[src/sv/hcb_pkg.sv]
package hcb_pkg;

  // Field widths of the ports
  localparam int PITCH_W    = 13;
  localparam int POS_W      = 18;
  localparam int ENERGY_W   = 16;
  localparam int COUNT_W    = 6;
  localparam int IDX_W      = 5;
  localparam int TOTAL_W    = 20;
  localparam int STATUS_W   = 2;
  localparam int CFG_IDX_W  = 3;
  localparam int CFG_DATA_W = 18;

  // Search window is four pitches; squared offsets fit in twice the window width
  localparam int WIN_W = PITCH_W + 2;
  localparam int SQ_W  = 2 * WIN_W;

  // Clamped cell counts go up to GRID_ROWS or GRID_COLS (32 by default)
  localparam int LIM_W = 7;

  localparam logic [TOTAL_W-1:0] TOTAL_MAX = '1;

  // Register values after reset
  localparam logic [PITCH_W-1:0]         RST_PITCH_X  = 13'd1151;
  localparam logic [PITCH_W-1:0]         RST_SHIFT_X  = 13'd576;
  localparam logic [PITCH_W-1:0]         RST_PITCH_Y  = 13'd997;
  localparam logic signed [POS_W-1:0]    RST_ORIGIN_X = -18'sd10360;
  localparam logic [ENERGY_W-1:0]        RST_ENERGY   = 16'd100;
  localparam logic [COUNT_W-1:0]         RST_ROWS     = 6'd31;
  localparam logic [COUNT_W-1:0]         RST_COLS     = 6'd31;

  typedef enum logic [CFG_IDX_W-1:0] {
    REG_CELL_PITCH_X  = 3'd0,
    REG_ROW_SHIFT_X   = 3'd1,
    REG_ROW_PITCH_Y   = 3'd2,
    REG_GRID_ORIGIN_X = 3'd3,
    REG_HIT_ENERGY    = 3'd4,
    REG_ROWS_USED     = 3'd5,
    REG_COLS_USED     = 3'd6
  } cfg_reg_t;

  typedef enum logic [STATUS_W-1:0] {
    ST_PLACED = 2'd0,
    ST_MISS   = 2'd1,
    ST_READ   = 2'd2
  } status_t;

  typedef enum logic {
    OP_DEPOSIT = 1'b0,
    OP_READ    = 1'b1
  } op_t;

  typedef enum logic [2:0] {
    S_CLEAR,
    S_IDLE,
    S_SEARCH,
    S_DRAIN,
    S_RD,
    S_RESULT
  } state_t;

  // Flags that travel with each distance result
  typedef struct packed {
    logic valid;
    logic in_win;
  } dist_flags_t;

endpackage

[src/sv/hcb_dist.sv]
module hcb_dist #(
  parameter int CX_W  = 22,
  parameter int TAG_W = 20
) (
  input  logic                               clk,
  input  logic                               rst_n,
  input  logic                               issue,
  input  logic signed [CX_W-1:0]             cx,
  input  logic signed [CX_W-1:0]             cy,
  input  logic signed [hcb_pkg::POS_W-1:0]   hx,
  input  logic signed [hcb_pkg::POS_W-1:0]   hy,
  input  logic [hcb_pkg::WIN_W-1:0]          win,
  input  logic [TAG_W-1:0]                   tag_in,
  output hcb_pkg::dist_flags_t               flags,
  output logic [hcb_pkg::SQ_W-1:0]           sq_x,
  output logic [hcb_pkg::SQ_W-1:0]           sq_y,
  output logic [TAG_W-1:0]                   tag_out,
  output logic                               busy
);
  import hcb_pkg::*;

  localparam int DIFF_W = CX_W + 1;

  logic signed [DIFF_W-1:0] diff_x, diff_y;
  logic [DIFF_W-1:0]        adx, ady;
  logic                     in_win;

  logic               a_valid_r, a_win_r;
  logic [WIN_W-1:0]   dx_r, dy_r;
  logic [TAG_W-1:0]   a_tag_r;
  logic               b_valid_r, b_win_r;
  logic [SQ_W-1:0]    sqx_r, sqy_r;
  logic [TAG_W-1:0]   b_tag_r;

  // Absolute offsets and window test
  always_comb begin
    diff_x = DIFF_W'(cx) - DIFF_W'(hx);
    diff_y = DIFF_W'(cy) - DIFF_W'(hy);
    adx    = diff_x[DIFF_W-1] ? DIFF_W'(-diff_x) : DIFF_W'(diff_x);
    ady    = diff_y[DIFF_W-1] ? DIFF_W'(-diff_y) : DIFF_W'(diff_y);
    in_win = (adx <= DIFF_W'(win)) && (ady <= DIFF_W'(win));
  end

  // Stage valid bits
  always_ff @(posedge clk) begin
    if (!rst_n) begin
      a_valid_r <= 1'b0;
      b_valid_r <= 1'b0;
    end else begin
      a_valid_r <= issue;
      b_valid_r <= a_valid_r;
    end
  end

  // Offset stage, then square stage
  always_ff @(posedge clk) begin
    a_win_r <= in_win;
    dx_r    <= adx[WIN_W-1:0];
    dy_r    <= ady[WIN_W-1:0];
    a_tag_r <= tag_in;
    b_win_r <= a_win_r;
    sqx_r   <= SQ_W'(dx_r) * SQ_W'(dx_r);
    sqy_r   <= SQ_W'(dy_r) * SQ_W'(dy_r);
    b_tag_r <= a_tag_r;
  end

  assign flags.valid  = b_valid_r;
  assign flags.in_win = b_win_r;
  assign sq_x         = sqx_r;
  assign sq_y         = sqy_r;
  assign tag_out      = b_tag_r;
  assign busy         = a_valid_r | b_valid_r;

endmodule

[config.mk]
export PLATFORM = sky130hd
export DESIGN_NAME = hcb_dist
export DESIGN_NICKNAME = d
export VERILOG_FILES = /design/src/sv/hcb_pkg.sv /design/src/sv/hcb_dist.sv
export SDC_FILE = /design/constraint.sdc
export NUM_CORES = 1
export LEC_CHECK = 0
export BUFFER_PORTS_ARGS = -buffer_cell sky130_fd_sc_hd__buf_2
export CORE_MARGIN = 10
export CORE_UTILIZATION = 55
export CTS_CLUSTER_SIZE = 28
export DETAILED_ROUTE_END_ITERATION = 10
export GPL_TIMING_DRIVEN = 0
export PLACE_DENSITY_LB_ADDON = 0.12
export SLEW_MARGIN = 20
export SYNTH_ARGS = -nofsm -noshare
export SYNTH_HDL_FRONTEND = slang
export SYNTH_SLANG_ARGS = --single-unit
[constraint.sdc]
create_clock -name clk -period 8.2 [get_ports clk]
set_input_delay 0.41 -clock clk [delete_from_list [all_inputs] [get_ports clk]]
set_output_delay 0.41 -clock clk [all_outputs]
set_load 0.02 [all_outputs]
==> results of run 1 <==
[worst max path at each step]
stage                       end  cells past startpoint
6_report       sq_x[28]$_DFF_P_                     23
3_3_place_gp   sq_y[28]$_DFF_P_                     23
4_1_cts        sq_y[28]$_DFF_P_                     22
5_1_grt        sq_y[28]$_DFF_P_                     22
3_5_place_dp   sq_y[28]$_DFF_P_                     22
2_1_floorplan  sq_y[28]$_DFF_P_                     23
[sequential cells by signal, summed over array words and instances, names as in the netlist]
signal	count
a_win_r	1
a_valid_r	1
b_win_r	1
b_valid_r	1
a_tag_r	20
dy_r	15
dx_r	15
tag_out	20
sq_y	29
sq_x	29
[area by class of cell]
type                            instances  share of cell area
Sequential cell                       132               0.123
Antenna cell                            1            0.000117
Clock inverter                         13             0.00648
Clock buffer                           19              0.0211
Tap cell                              455              0.0266
Multi-Input combinational cell       1499               0.683
Buffer                                 55              0.0106
Timing Repair Buffer                  198              0.0463
Inverter                              472              0.0827
[layout by cell type (no fill, tap or decap), types with 30 or more instances in the layout]
cell type	n
a21oi_1	79
buf_2	202
inv_1	472
clkbuf_1	46
o21ai_0	40
fa_1	273
dfxtp_1	132
xnor2_1	92
a21o_1	40
nand3_1	30
and2_1	94
nor2_1	96
nand2_1	169
xor2_1	33
ha_1	261
[cell families (layout without fill, tap and decap cells)]
family	Yosys count	after routing	share of synthesized area
and+or+nand+nor	539	539	0.142
adders and majority gates	534	534	0.453
buffers and inverters	527	757	0.104
AOI/OAI and AO/OA	291	291	0.102
DFF	132	132	0.137
xor gates and xnor gates	125	125	0.0568
muxes	8	8	0.00494
other	1	3	0.000195
[critical path, cell delays in order (launching register included)]
cell and delay, ps:
dfxtp_1 320, clkbuf_1 480, inv_1 310, nor2_1 360
fa_1 470, inv_1 90, fa_1 390, inv_1 90
fa_1 450, fa_1 500, fa_1 490, inv_1 50
fa_1 470, inv_1 40, ha_1 350, nand4_1 130
nor2_1 310, o211ai_1 260, a31oi_1 370, nor4_1 140
o311ai_0 760, a21bo_2 250, a21oi_1 70, xnor2_1 220
[per-stage QoR]
stage	utilization	area [µm²]
finish	0.620	21400
global route	0.620	21400
CTS	0.620	21400
detailed placement	0.603	20800
global placement	0.603	20800
floorplan	-	19300
[layer usage]
metal  track usage  vias to the layer above  part of all wire
met5             0                        -                 0
met4        0.0695                        0             0.023
met3        0.0347                       52             0.052
met2         0.373                      380              0.49
met1         0.271                     7248              0.44
li1              -                     7307                 -
==> flow_metrics.tcl, run 1 <==
set metrics [dict create \
    worstSetupPathType "reg -> reg" \
    synthTopCellsByArea "fa_1 28%, ha_1 17%, dfxtp_1 14%, inv_1 9.2%, xnor2_1 4.2%" \
    reg2reg_to "sq_x[28]$_DFF_P_" \
    root_buffer "clkbuf_16" \
    synth_edf_count 0 \
    synth-main-ff-cell "dfxtp_1" \
    cp.arrival_ps 7850 \
    hold_end "a_tag_r[2]$_DFF_P_" \
    reg2regPathDepth 23 \
    yosysTopAreaCell "fa_1" \
    rsz0062_at_grt "no" \
    tns_ps 0 \
    holdWs_ps 58.9 \
    first_pass_iters 5 \
    grt_max_degree 17 \
    grt_first_pass_wirelength_mm 77.4 \
    grt_use_total 0.216 \
    cts_setup_buffers 0 \
    clock_latency_ps 450 \
    place_congestion 0.925 \
    critical_path_required_ps 8550 \
    seq_area_mm2 0.00264 \
    ys_ff_latch 132 \
    nets 3027 \
    die_w_um 207 \
    via_per_inst 5.27 \
    synth.most_common_cell "inv_1" \
    synth_top_area_frac 0.284 \
    io_pins 201 \
    netlist_instances 2157 \
    cts_buffer_depth 2 \
    relSlewSlack 0.375 \
    drc_errors 0 \
    ys_seq_area_frac 0.137 \
    hold_start "tag_in[2]" \
    r2r_slack_ps 700 \
    avgSynthCellArea_um2 8.93 \
    rows 68 \
    cts.sinks 132 \
    hold_viol 0 \
    h-tree-depth 4 \
    hold_buffers 0 \
    finClkSkew_ps 13.6 \
    fin_crit_ps 7500 \
    drv_cap 0 \
    start_util 0.558 \
    grt_overflow_total 0 \
    wl_per_cell_um 15.9 \
    crit_fanout 10 \
    drv_slew 0 \
    status "completed" \
    dpl.cell_count 2811 \
    worst-slew-pin-transition_ps 926 \
    ys_warn_count 0 \
    r2r-start "dx_r[11]$_DFF_P_" \
    ant_nets 0 \
    die_h_um 207 \
    via_count 15000 \
    die-area_mm2 0.0429 \
    synthTopCellsByCount "472 x inv_1, 273 x fa_1, 261 x ha_1" \
    routed_wl_mm 45.3 \
    drtIter0Drc 720 \
    cts_buffers 17 \
    drive_gt1_frac 0.112 \
    yosys.cell_types.count 81 \
    clk_pin_slew_worst_paths_ps 70 \
    critPathLaunch "dx_r[11]$_DFF_P_" \
    async_reset_ff_frac 0 \
    critPathLaunchType "flop" \
    grt_antenna_before_repair 1 \
    hp-class "in -> reg" \
    nFillCells 3113 \
    max_freq_mhz 133 \
    cts_tree "built" \
    worstSetupEndpointType "flop" \
    portBuffers 198 \
    first_global_vias 16000 \
    synth_area_mm2 0.0193 \
    setup_ws_ps 705 \
    hpwl_mm 38.9 \
    pre_cts_ws_ps 749 \
    stdcell_count 2844 \
    core_mm2 0.0345 \
    post_cts_resized 0 \
    period_share 0.914 \
    whs_path_depth 1 \
    setup_viol 0 \
    multi_input_area_mm2 0.0146 \
    area_growth_pct 11.2 \
]
Power of run 1 is left out: the tool's default activity adds up to more than one toggle a clock period on the data nets, which glitch-free logic cannot reach.
==> run 2: changes to the inputs <==
clock period = 6.3 ns   (was 8.2 ns; I/O delays follow)
==> run 2 against run 1 <==
Die area unchanged. Hold slack improved by 23 ps. Routed wire length increased by 4.5%. Cell area increased by 6.8%. Clock skew about the same. Non-clock buffer count increased by 72. Register-to-register slack got worse by 620 ps. Via count increased by 2.6%.
==> flow_metrics.tcl, run 2 (same netlist as run 1, synthesis figures left out) <==
set metrics [dict create \
    routed_wl_mm 47.3 \
    top_usage_layer "met2" \
    grt_max_degree 17 \
    cp_cell_sequence "buf_8 -> buf_4 -> nand2_1 -> inv_1 -> fa_1 -> fa_1 -> fa_1 -> fa_1 -> fa_1 -> fa_1 -> ha_1 -> and2_4 -> nand4_1 -> nor4_4 -> nor3_2 -> nor4_2 -> nor2_1 -> a221o_1 -> buf_4 -> buf_6 -> xnor2_4" \
    clock_latency_ps 450 \
    clk_pin_slew_worst_paths_ps 70 \
    first_pass_iters 6 \
    drive_gt1_frac 0.187 \
    crit_slowest_cell "fa_1" \
    grt.met2_usage 0.380 \
    final_common_cell "inv_1" \
    holdWs_ps 81.5 \
    r2r_slack_ps 80 \
    hold_start "issue" \
    cts_buffers 17 \
    slowest_delay_ps 570 \
    area_growth_pct 18.8 \
    crit_fanout 4 \
    io_pins 201 \
    nets 3099 \
    dpl_cell_area_mm2 0.0208 \
    finClkSkew_ps 13.7 \
    grt_overflow_total 0 \
    whs_path_depth 2 \
    fin_crit_ps 6220 \
    status "completed" \
    cp.arrival_ps 6560 \
    die_h_um 207 \
    setup_ws_ps 80.0 \
    grt_antenna_before_repair 1 \
    portBuffers 198 \
    pre_cts_ws_ps -1150 \
    r2r-start "dy_r[9]$_DFF_P_" \
    cts.sinks 132 \
    die_w_um 207 \
    start_util 0.558 \
    core_mm2 0.0345 \
    die-area_mm2 0.0429 \
    via_per_inst 5.27 \
    via_count 15400 \
    rows 68 \
    drv_slew 0 \
    hold_end "a_valid_r$_SDFF_PN0_" \
    fin_util 0.662 \
    hold_viol 0 \
    cts_tree "built" \
    drv_cap 0 \
    reg2reg_to "sq_y[24]$_DFF_P_" \
    reg2regPathDepth 21 \
    grt_use_met3 0.0360 \
    period_share 0.987 \
    final_cell_mix "461 x inv_1, 267 x fa_1, 249 x ha_1" \
    hp-class "in -> reg" \
    max_freq_mhz 161 \
    drtIter0Drc 747 \
    grt_first_pass_wirelength_mm 79.0 \
    relSlewSlack 0.434 \
    grt_use_total 0.221 \
    worst-slew-pin-transition_ps 835 \
    wl_per_cell_um 16.2 \
    crit_path_frequent_cell "fa_1" \
    rsz0062_at_grt "yes" \
    final_area_mm2 0.0229 \
    root_buffer "clkbuf_16" \
    first_global_vias 16300 \
    h-tree-depth 4 \
    hpwl_mm 38.9 \
    place_congestion 0.925 \
    ant_nets 0 \
    setup_viol 0 \
    drc_errors 0 \
    critPathLaunchType "flop" \
    met1_usage 0.274 \
    cts_buffer_depth 2 \
    nFillCells 2896 \
    worstSetupPathType "reg -> reg" \
    worstSetupEndpointType "flop" \
    critical_path_required_ps 6640 \
]
-- run 2: changes by cell type in the layout (fill, tap and decap cells not counted), sizes merged --
cell,change
inv,-1
clkbuf,-17
dlygate4sd3,+20
buf,+69
clkinvlp,+1
-- run 2: critical path, delay by kind of cell (launching register included) --
kind,cells,cell delay [ps]
XOR/XNOR,1,110
buffers and inverters,5,620
AND/OR/NAND/NOR,7,1300
AO/OA/AOI/OAI,1,370
flip-flops,1,370
adder cells (fa/ha/maj),7,3330
-- run 2: what timing repair did --
item | 4_1_cts | 5_1_grt
setup endpoints to repair | 26 | 14
hold endpoints to repair | 20 | 0
cloned | 0 | 2
buffers inserted | 5 | 49
pin swaps | 15 | 61
hold buffers | 20 | 0
resized for setup | 153 | 113
-- run 2: area by class of cell --
cell class              count  area (µm²)  share of cell area
inverters                 472        1780              0.0776
flip-flops and latches    132        2750               0.120
multi-input cells        1499       15100               0.660
well taps                 455         569              0.0249
repair buffers            274        1640              0.0718
plain buffers              51         457              0.0200
diodes                      1        2.50            0.000109
clock inverters            13         139             0.00607
clock buffers              19         453              0.0198
-- run 2: through the flow --
| stage | TNS [ps] | std cells |
|---|---|---|
| 2_1_floorplan | 0 | 2158 |
| 3_3_place_gp | -13320 | 2811 |
| 5_1_grt | -898 | 2915 |
| 4_1_cts | 0 | 2866 |
| 6_report | 0 | 2916 |
| 3_5_place_dp | -13820 | 2811 |
-- run 2: worst max-delay path by stage --
stage	slack (ps)	end	start
final	80	sq_y[24]$_DFF_P_	dy_r[9]$_DFF_P_
after CTS	4	sq_x[28]$_DFF_P_	dx_r[0]$_DFF_P_
after global placement	-1060	sq_y[28]$_DFF_P_	dy_r[3]$_DFF_P_
after global routing	-170	sq_y[26]$_DFF_P_	dy_r[4]$_DFF_P_
after floorplan	250	sq_y[28]$_DFF_P_	dy_r[3]$_DFF_P_
after detailed placement	-1150	sq_y[28]$_DFF_P_	dy_r[12]$_DFF_P_
-- run 2: layer usage --
layer / up-vias / share of wire
met5: - / 0
met4: 0 / 0.023
met3: 58 / 0.052
met2: 412 / 0.50
met1: 7462 / 0.43
li1: 7447 / -
Power of run 2 is left out for the same reason.
==> run 3: changes to the inputs <==
ABC_AREA = 1   (was not set)
CORE_ASPECT_RATIO = 0.75   (was not set)
==> run 3 against run 2 <==
Hold slack got worse by 8.9 ps. Global-route usage increased by 0.35 points. Critical endpoint is now sq_y[28]$_DFF_P_. Fmax up 3.0%. Critical path type unchanged. Via count up 11%. Synthesized area grew 5.5%. Routed wire length increased by 5.2%. Largest cell class unchanged.
==> flow_metrics.tcl, run 3 <==
set metrics [dict create \
    drv_slew 0 \
    relSlewSlack 0.633 \
    ys_warn_count 0 \
    critPathLaunchType "flop" \
    via_count 17000 \
    die_w_um 242 \
    rows 60 \
    async_reset_ff_frac 0 \
    finClkSkew_ps 19.1 \
    first_global_vias 17600 \
    synth-main-ff-cell "dfxtp_1" \
    crit_fanout 10 \
    yosys.cell_types.count 46 \
    ys_seq_area_frac 0.130 \
    via_per_inst 4.93 \
    drv_cap 0 \
    grt_overflow_total 0 \
    portBuffers 198 \
    routed_wl_mm 49.8 \
    die-area_mm2 0.0451 \
    synth_top_area_frac 0.269 \
    cp.arrival_ps 6400 \
    max_freq_mhz 166 \
    tns_ps 0 \
    critical_path_required_ps 6650 \
    grt_antenna_before_repair 0 \
    stdcell_count 3450 \
    cts.sinks 132 \
    clk_pin_slew_worst_paths_ps 70 \
    io_pins 201 \
    hp-class "in -> reg" \
    ys_ff_latch 132 \
    root_buffer "clkbuf_16" \
    clock_latency_ps 440 \
    hold_viol 0 \
    fin_crit_ps 6040 \
    drc_errors 0 \
    cts_buffers 17 \
    period_share 0.959 \
    drive_gt1_frac 0.123 \
    worstSetupEndpointType "flop" \
    die_h_um 186 \
    hpwl_mm 42.7 \
    holdWs_ps 72.6 \
    cts_buffer_depth 2 \
    core_mm2 0.0362 \
    avgSynthCellArea_um2 7.52 \
    area_growth_pct 12.8 \
    yosysTopAreaCell "fa_1" \
    final_common_cell "inv_1" \
    synth_area_mm2 0.0203 \
    grt_first_pass_wirelength_mm 85.1 \
    first_pass_iters 8 \
    nets 3593 \
    worstSetupPathType "reg -> reg" \
    synth_edf_count 0 \
    dpl.cell_count 3397 \
    drtIter0Drc 1020 \
    nFillCells 3258 \
    h-tree-depth 4 \
    grt_max_degree 17 \
    grt_use_total 0.224 \
    cts_tree "built" \
    status "completed" \
    netlist_instances 2702 \
    setup_viol 0 \
    synthTopCellsByArea "fa_1 27%, ha_1 16%, inv_1 13%, dfxtp_1 13%, nand2_1 12%" \
    worst-slew-pin-transition_ps 548 \
    final_cell_mix "707 x inv_1, 652 x nand2_1, 273 x fa_1" \
    synth.most_common_cell "inv_1" \
    start_util 0.561 \
    fin_util 0.633 \
    antenna_cells 0 \
    place_congestion 0.920 \
    synthTopCellsByCount "707 x inv_1, 652 x nand2_1, 273 x fa_1" \
    ant_nets 0 \
    wl_per_cell_um 14.4 \
]
## run 3: logic make-up after synthesis
logic type | count (synthesis) | share of synthesized area
simple gates | 977 | 0.201
buf+inv | 765 | 0.143
fa+ha+maj | 534 | 0.430
compound gates | 196 | 0.0543
flops | 132 | 0.130
xor+xnor | 97 | 0.0418
other cells | 1 | 0.000185
## run 3: routing by layer
layer / wire (µm) / up-vias / share of wire / GRT usage
li1: - / 8570 / - / -
met1: 24600 / 7882 / 0.49 / 0.320
met2: 21500 / 493 / 0.43 / 0.351
met3: 2890 / 54 / 0.058 / 0.0352
met4: 768 / 0 / 0.015 / 0.0517
met5: 0 / - / 0 / 0
## run 3: stage by stage
step / cell area [µm²] / worst slack, ps
floorplan: 20300 / 585
global placement: 21900 / -436
detailed placement: 21900 / -515
CTS: 22800 / 3.42
global route: 22900 / -7.42
finish: 22900 / 259
## run 3: worst max-delay path: stages, from the launching register on
cell and delay [ps]:
dfxtp_2 470, clkbuf_2 310, nand2_1 160, fa_1 530, inv_1 70, fa_1 540, fa_1 450, fa_1 500
fa_1 490, inv_1 50, fa_1 470, inv_1 40, ha_1 340, a21oi_1 220, o21ai_0 150, a21oi_2 290
nand3_2 210, nand3_1 110, nand2_1 120, a221oi_1 300, xnor2_1 170
## run 3: what timing repair did
action	4_1_cts	5_1_grt
buffers inserted	0	2
pin swaps	0	4
endpoints found under the setup margin	13	16
hold buffers	20	0
resized for setup	20	90
hold endpoints to repair	20	0
## run 3: layout make-up
| type | instances | area, µm² | share of cell area |
|---|---|---|---|
| Clock inverter | 15 | 181 | 0.00792 |
| Multi-Input combinational cell | 1806 | 14800 | 0.648 |
| Timing Repair Buffer | 220 | 1210 | 0.0526 |
| Tap cell | 496 | 621 | 0.0271 |
| Buffer | 40 | 253 | 0.0110 |
| Inverter | 724 | 2720 | 0.119 |
| Sequential cell | 132 | 2660 | 0.116 |
| Clock buffer | 17 | 425 | 0.0186 |
## run 3: final timing paths
kind / slack [ps] / cells past startpoint / endpoint / start
setup / recovery: 260 / 20 / sq_y[28]$_DFF_P_ / dy_r[5]$_DFF_P_
hold / removal: 70 / 3 / a_valid_r$_SDFF_PN0_ / issue
setup reg to reg: 260 / 20 / sq_y[28]$_DFF_P_ / dy_r[5]$_DFF_P_
hold reg to reg: 330 / 0 / tag_out[17]$_DFF_P_ / a_tag_r[17]$_DFF_P_
Power of run 3 is left out for the same reason.
